**src/rtl/in_plane_direction_cramer_solve_defines.svh**
```systemverilog
// Assertion macros shared by the in-plane direction solver.
`ifndef IN_PLANE_DIRECTION_CRAMER_SOLVE_DEFINES_SVH
`define IN_PLANE_DIRECTION_CRAMER_SOLVE_DEFINES_SVH

// Same-cycle implication, checked outside reset.
`define IPDCS_ASSERT_IMP(lbl, ante, cons, msg) \
    lbl: assert property (@(posedge i_clk) disable iff (!i_rst_n) (ante) |-> (cons)) \
        else $error(msg);

// Next-cycle implication, checked outside reset.
`define IPDCS_ASSERT_NEXT(lbl, ante, cons, msg) \
    lbl: assert property (@(posedge i_clk) disable iff (!i_rst_n) (ante) |=> (cons)) \
        else $error(msg);

`endif

```
**src/rtl/ipdcs_pkg.sv**
```systemverilog
// Shared types, widths, constants and arithmetic helpers of the direction solver.
package ipdcs_pkg;

    localparam int FRAC_BITS = 30;
    localparam int IN_W      = 32;
    localparam int TOL_W     = 31;
    localparam int N_W       = 35;   // plane normal components
    localparam int UW_W      = 37;   // c x n and n x r components
    localparam int D_W       = 40;   // determinant and numerators
    localparam int MAG_W     = 39;   // magnitudes of determinant and numerators
    localparam int PN_W      = 64;   // products for the normal
    localparam int PU_W      = 66;   // products for c x n and n x r
    localparam int PD_W      = 69;   // products for determinant and numerators
    localparam int MUL_W     = 40;
    localparam int PROD_W    = 80;
    localparam int Q_W       = 31;   // quotient magnitude bits
    localparam int STEPS     = 31;   // one quotient bit per divider stage
    localparam int FRONT_STAGES = 8;

    localparam logic [TOL_W-1:0] TOL_RESET = 31'd107;
    localparam logic [IN_W-1:0]  SAT_POS   = 32'h7FFF_FFFF;
    localparam logic [IN_W-1:0]  SAT_NEG   = 32'h8000_0000;

    // One classified solve, handed from the front to the divider.
    typedef struct packed {
        logic                       ok;
        logic [2:0]                 clip;
        logic [2:0]                 neg;
        logic [2:0][MAG_W-1:0]      num;
        logic [MAG_W-1:0]           den;
    } t_job;

    // What travels along the divider beside the partial remainders.
    typedef struct packed {
        logic                       ok;
        logic [2:0]                 clip;
        logic [2:0]                 neg;
        logic [MAG_W-1:0]           den;
    } t_meta;

    typedef struct packed {
        logic empty;
        logic full;
    } t_q_status;

    // Exact signed product.
    function automatic logic signed [PROD_W-1:0] mul(
        input logic signed [MUL_W-1:0] a,
        input logic signed [MUL_W-1:0] b
    );
        return a * b;
    endfunction

    // Drop FRAC_BITS fraction bits, rounding half away from zero.
    function automatic logic signed [PROD_W-1:0] qround(input logic signed [PROD_W-1:0] p);
        logic [PROD_W-1:0] m;
        logic [PROD_W-1:0] r;
        m = p[PROD_W-1] ? -p : p;
        r = (m + (PROD_W'(1) << (FRAC_BITS - 1))) >> FRAC_BITS;
        return p[PROD_W-1] ? -r : r;
    endfunction

endpackage

```
**src/rtl/ipdcs_fifo.sv**
```systemverilog
// Short job queue between the front pipeline and the divider.
`include "in_plane_direction_cramer_solve_defines.svh"
module ipdcs_fifo #(
    parameter int DEPTH = 16
) (
    input  logic                         i_clk,
    input  logic                         i_rst_n,
    input  logic                         i_push,
    input  ipdcs_pkg::t_job              i_data,
    input  logic                         i_pop,
    output ipdcs_pkg::t_job              o_data,
    output logic [$clog2(DEPTH+1)-1:0]   o_level,
    output ipdcs_pkg::t_q_status         o_stat
);

    localparam int AW = $clog2(DEPTH);
    localparam int LW = $clog2(DEPTH + 1);

    ipdcs_pkg::t_job r_mem [DEPTH];
    logic [AW-1:0]   r_wptr, r_rptr;
    logic [LW-1:0]   r_level;

    // Storage write.
    always_ff @(posedge i_clk) begin
        if (i_push) begin
            r_mem[r_wptr] <= i_data;
        end
    end

    // Pointers and fill level.
    always_ff @(posedge i_clk) begin
        if (!i_rst_n) begin
            r_wptr  <= '0;
            r_rptr  <= '0;
            r_level <= '0;
        end else begin
            if (i_push) begin
                r_wptr <= (r_wptr == AW'(DEPTH - 1)) ? '0 : r_wptr + AW'(1);
            end
            if (i_pop) begin
                r_rptr <= (r_rptr == AW'(DEPTH - 1)) ? '0 : r_rptr + AW'(1);
            end
            if (i_push && !i_pop) begin
                r_level <= r_level + LW'(1);
            end else if (!i_push && i_pop) begin
                r_level <= r_level - LW'(1);
            end
        end
    end

    assign o_data       = r_mem[r_rptr];
    assign o_level      = r_level;
    assign o_stat.empty = (r_level == '0);
    assign o_stat.full  = (r_level == LW'(DEPTH));

    `IPDCS_ASSERT_IMP(a_no_overflow, i_push && !i_pop, r_level < LW'(DEPTH), "queue overflow")
    `IPDCS_ASSERT_IMP(a_no_underflow, i_pop, r_level != '0, "queue underflow")
    `IPDCS_ASSERT_NEXT(a_level_up, i_push && !i_pop, r_level == $past(r_level) + LW'(1), "level")

endmodule

```
**config.mk**
```make
export PLATFORM = sky130hd
export DESIGN_NAME = ipdcs_fifo
export DESIGN_NICKNAME = d
export VERILOG_FILES = /design/src/rtl/ipdcs_pkg.sv /design/src/rtl/ipdcs_fifo.sv
export VERILOG_INCLUDE_DIRS = /design/src /design/src/rtl
export SDC_FILE = /design/constraint.sdc
export NUM_CORES = 2
export LEC_CHECK = 0
export BUFFER_PORTS_ARGS = -buffer_cell sky130_fd_sc_hd__buf_4
export CORE_MARGIN = 8
export CORE_UTILIZATION = 53
export DETAILED_ROUTE_END_ITERATION = 12
export MAX_ROUTING_LAYER = met4
export PLACE_DENSITY = 0.78
export SYNTH_ARGS = -nofsm -noshare
export SYNTH_HDL_FRONTEND = slang
export SYNTH_SLANG_ARGS = --single-unit
```
**constraint.sdc**
```tcl
create_clock -name i_clk -period 9.45 [get_ports i_clk]
set_input_delay 0.4725 -clock i_clk [delete_from_list [all_inputs] [get_ports i_clk]]
set_output_delay 0.4725 -clock i_clk [all_outputs]
set_load 0.05 [all_outputs]
```
# Word level (Yosys, flattened, before mapping)
# Memory sizes are Yosys's and may differ from the RTL's. A register that Yosys moved wholly into a read port is not among the register bits.
# Cells that the tools add are included.
# word_totals
in_bits	167
mem_bits_rw	2608
regBits	13
n_memories	1
# op_classes
n_reduce_logical	6
add_sub_neg	4
mux	8
eq_ne	3
# mem_list
memory	depth	word_bits	read_ports	rd_clocked_by_memory_dff	write_ports	line	source
r_mem	16	163	1	1	1	ipdcs_fifo.sv:19	ipdcs_pkg::t_job r_mem [DEPTH];
# ops
cell	n
$mux W4	4
$mux W5	2
$add A4 B1 Y4 const B	2
$eq A4 B4 Y1 const B	2
$add A5 B1 Y5 const B	1
$eq A5 B5 Y1 const B	1
$logic_not A5 Y1	1
$sub A5 B1 Y5 const B	1
$logic_and A1 B1 Y1	2
$logic_not A1 Y1	2
$mux W1	2
$reduce_bool A2 Y1	1

# Logic depth before layout (Yosys ltp)
# logic_depth
depth_word	4
ltp_mapped	8
ltp_nobuf	8

# Worst setup path before layout
# Ideal clock, no wire load.
# synth_timing
path_type	input -> register
from	input i_push
to	memory r_mem[0][0] (netlist bit) (enable)
t_arrival_ps	4751
t_required_ps	8908
path_stages	3
path_slack_ps	4157
setup_ps	542
n_path_buf	1
path_cell_list	clkbuf_1 -> nor3b_1 -> and2_1
# synth_via
elab_chain_len	2
# synth_lines
item	line	source
from (decl)	ipdcs_fifo.sv:8	input logic i_push,
$mux W1	ipdcs_fifo.sv:25	if (i_push) begin
$mux W1 (implied by the code)	ipdcs_fifo.sv:26	r_mem[r_wptr] <= i_data;
to (decl)	ipdcs_fifo.sv:19	
# No other way between the ends.

==> flow_results.org <==
** Outcome
- Status :: finished clean

** Worst setup path
- CP most frequent cell :: sky130_fd_sc_hd__buf_4
- Critical path required time :: 8980 ps
- Gate family responsible for the most delay along the worst path :: buffers and inverters
- Crit path launch type :: flop
- Critical path fanouts, max :: 60
- The setup path with the least slack is of type reg2out.
- Critical Path Slowest Stage Cell :: sky130_fd_sc_hd__buf_4
- STA classifies the critical path endpoint as an output port.
- At the worst endpoint, the arrival time is 5510 ps.
- In this design, the stage delay of the slowest critical-path cell is between 800 and 900 ps.
- Counting both buffers and inverters, the worst setup path holds a total of 5.
- Walking the worst path, the cells encountered are buf_4, buf_4, buf_4, or2_1, buf_4, o22ai_1, nor2_1, buf_4.

** Clock tree
- After clock tree synthesis, the clock-pin slew on the worst setup and hold paths is ~70 ps.
- The number of gates resized after CTS was 0.
- The clock drives 2,625 sinks.
- H-tree lvl count :: 4
- The tree is rooted in a sky130_fd_sc_hd__clkbuf_16.
- Clock tree from TritonCTS :: yes
- Number of buffers between clock root and the deepest sink :: 3
- Total clock buffers created by CTS :: 240
- Insertion delay to the later sink of the worst-skew pair :: around 920 ps

** STA
- Clock skew on the completed layout was measured at just under 60 ps.
- Final TNS setup :: 0 ps
- Max Transition Viols Final :: 0
- In the finished design, the share of the clock period the worst path needs comes to 0.633.
- Relative slew margins :: 0.187
- Final-report hold violation count :: 0
- The worst path in the final design needs a cycle of 5980 ps, including I/O delays and setup.
- Static timing analysis puts the maximum clock frequency at 167 MHz.
- Minimum setup slack in the final design :: between 3000 and 4000 ps
- Setup violations remaining at the end of the flow were counted as 0.
- Unrepaired setup endpoints after global routing :: false
- At the pin with the least slew margin, the transition time is around 1200 ps.

** Synth
- In this run, synthesis produced a sequential element count of 2,625.
- Largest family of logic cells by synthesized area :: multiplexers
- The cell area that synthesis handed to floorplanning was between 0.09 and 0.1 mm².
- After synthesis, the share of flip-flops with an asynchronous set or reset is 0.
- Of the synthesized area, sequential elements account for 0.802.
- Of the total synthesized cell area, the portion taken by AND, OR, NAND and NOR gates is 0.0100.
- The Yosys step of the flow raised 0 warnings.
- Top area cells in the synthesized netlist :: sky130_fd_sc_hd__edfxtp_1 (80%), sky130_fd_sc_hd__mux4_2 (15%), sky130_fd_sc_hd__a22oi_1 (1.8%)
- Dividing the synthesized area by the synthesized cell count gives about 24 µm².
- Compound-cell area share of the yosys netlist :: 0.0245
- Arithmetic-cell share of the synthesized area counting full adders, half adders and majority gates :: 0.00135
- The synthesized design spends more area on one cell type than any other, namely sky130_fd_sc_hd__edfxtp_1.
- Share of the synthesized area in the top cell type :: 0.798
- Gate count of the mapped netlist :: just over 4,000
- Net count of the mapped netlist :: ~4,300
- EDFF count, synth :: approximately 2,600
- Of the total synthesized cell area, the portion taken by XOR and XNOR cells is 0.000446.
- Library cells used by synthesis :: 37
- Among all flip-flop cells after synthesis, the most frequent one is sky130_fd_sc_hd__edfxtp_1.
- Mux cell area share after synthesis :: 0.150

** Drt
- The count of nets left with antenna violations once routing finished came out at 0.
- Initial detailed-routing violation count :: between 5,000 and 6,000
- Vias per std cell :: roughly 6.4
- Average wire per standard cell :: roughly 32 µm
- Number of iterations in the first detailed-routing pass :: 7
- The routed layout has between 40,000 and 50,000 vias.
- Final wirelength :: 237 mm
- After detailed routing, the number of remaining DRC violations is 0.

** Power
- Summed over all cells, the static leakage comes to between 0.03 and 0.04 µW.
- The completed layout was analyzed and its total power is between 20,000 and 25,000 µW.
- In this run the power density over the cells is ~220 mW/mm².
- Worst ir drop on vdd :: about 0.18 mV

** Final layout
- Net count, final :: between 4,000 and 5,000
- Count of placed standard cells in the final layout, fillers left out :: 7,415
- Share of cells above drive strength 1 :: 0.294
- After routing the design area is 0.113 mm².
- Area grow syn2layout :: 15.3%

** Floorplan
- The core region is 0.185 mm².
- In this run the horizontal extent of the chip is about 450 µm.
- In this run the count of I/O pins placed on the die edge is 337.
- Die boundary height :: 446 µm
- Die Footprint :: between 0.15 and 0.2 mm²
- Row count :: 158
- The initial utilization of the core area, before any placement, comes to 0.531.

** Global routing
- Global-route wire length before repair :: around 340 mm
- Number of antenna violations at the first check in global routing :: 31
- Number of global-route vias before repair :: roughly 50,000
- Remaining global-route overflow :: 0
- Global routing usage summed across all routing layers :: 0.242
- Pin count of the biggest net entering global routing :: approximately 130

** Placed design
- Placed cells :: between 6,000 and 7,000
- Weighted congestion reported at the end of routability-driven placement :: 0.761
- Timing analysis after detailed placement gives a worst setup slack of approximately 4300 ps.
- Detailed placement finished with a half-perimeter wire length of ~120 mm.
- After detailed placement, the total cell area comes to between 0.1 and 0.15 mm².
- Buffers on Ports :: 336

** Min path
- The path class of the tightest hold or removal check is in2reg.

** Job
- Across the run, the number of max-cap violations was 0.
registers in the layout (all words and copies together), names as in the netlist, named ones only:
name	flops
r_wptr	4
r_rptr	4
o_level	5
r_mem	2608
per-layer routing:
metal	vias to the layer above	GRT usage	wire, µm
met2	2573	0.401	121000
li1	18900	-	-
met1	25200	0.309	88500
met3	421	0.0401	18700
met4	0	0.0810	8250
met5	-	-	0
synth_stat cells (2+ instances only):
cell / instances
sky130_fd_sc_hd__edfxtp_1: 2608
sky130_fd_sc_hd__mux4_2: 652
sky130_fd_sc_hd__a22oi_1: 230
sky130_fd_sc_hd__nand2_1: 125
sky130_fd_sc_hd__clkbuf_1: 118
sky130_fd_sc_hd__o22ai_1: 96
sky130_fd_sc_hd__buf_2: 55
sky130_fd_sc_hd__nor2_1: 55
sky130_fd_sc_hd__buf_6: 29
sky130_fd_sc_hd__and2_1: 24
sky130_fd_sc_hd__dfxtp_1: 17
sky130_fd_sc_hd__buf_1: 16
sky130_fd_sc_hd__ha_1: 9
sky130_fd_sc_hd__nor2b_1: 7
sky130_fd_sc_hd__inv_1: 5
sky130_fd_sc_hd__a21oi_1: 4
sky130_fd_sc_hd__mux2i_1: 4
sky130_fd_sc_hd__nand2b_1: 4
sky130_fd_sc_hd__nand3_1: 4
sky130_fd_sc_hd__o21ai_0: 4
sky130_fd_sc_hd__xnor2_1: 4
sky130_fd_sc_hd__buf_4: 3
sky130_fd_sc_hd__a31oi_1: 2
sky130_fd_sc_hd__or2_1: 2
cell families (layout without fill, tap and decap cells):
logic type	count (synthesis)	count (layout)
compound gates	339	339
xor+xnor	5	5
fa+ha+maj	10	10
buf+inv	226	1045
flops	2625	2625
mux	657	657
other cells	0	26
simple gates	228	228
cell type report:
cell class                 count  area, µm²
sequential                  2625      78700
fill                       12200      71500
multi-input combinational   1239      18400
clock buffer                 294       6270
timing repair buffer         591       5000
tap                         2480       3100
clock inverter               155       1600
antenna                       26       65.1
inverter                       5       18.8
cells in the final DEF, fill, tap and decap left out, types with 22 or more instances in the layout:
cell type	Yosys	final
sky130_fd_sc_hd__clkinv_2	0	48
sky130_fd_sc_hd__bufinv_16	0	22
sky130_fd_sc_hd__clkinv_1	0	61
sky130_fd_sc_hd__o22ai_1	96	96
sky130_fd_sc_hd__clkbuf_16	0	241
sky130_fd_sc_hd__dlygate4sd3_1	0	167
sky130_fd_sc_hd__nor2_1	55	53
sky130_fd_sc_hd__mux4_2	652	652
sky130_fd_sc_hd__edfxtp_1	2608	2608
sky130_fd_sc_hd__nand2_1	125	125
sky130_fd_sc_hd__clkbuf_1	118	49
sky130_fd_sc_hd__diode_2	0	26
sky130_fd_sc_hd__a22oi_1	230	230
sky130_fd_sc_hd__buf_4	3	412
worst paths after layout:
kind                                              start                      end  slack [ps]  depth (start not counted)
worst min-delay path                        i_data[151]  r_mem[4][151]$_DFFE_PP_         410                          2
worst max-delay path                               flop              o_data[124]        3470                          8
worst min register to register  o_level[4]$_SDFFE_PN0P_  o_level[4]$_SDFFE_PN0P_         510                          2
worst max register to register   r_wptr[2]$_SDFFE_PN0P_   r_mem[2][97]$_DFFE_PP_        5720                          4
report_power, final:
group	internal (µW)	switching (µW)
registers	13000	58.2
logic	664	1160
clock network	5340	4240
total	19000	5460
through the flow:
step	hold WS [ps]	utilization
6_report	409	0.613
2_1_floorplan	479	-
4_1_cts	347	0.612
3_3_place_gp	474	0.561
3_5_place_dp	503	0.561
5_1_grt	408	0.613
timing repair:
action,CTS,global route
hold buffers,167,0
buffers inserted,0,0
endpoints found under the setup margin,0,0
endpoints found under the hold margin,2621,0
Note: power is estimated with default switching activity, not from simulation.
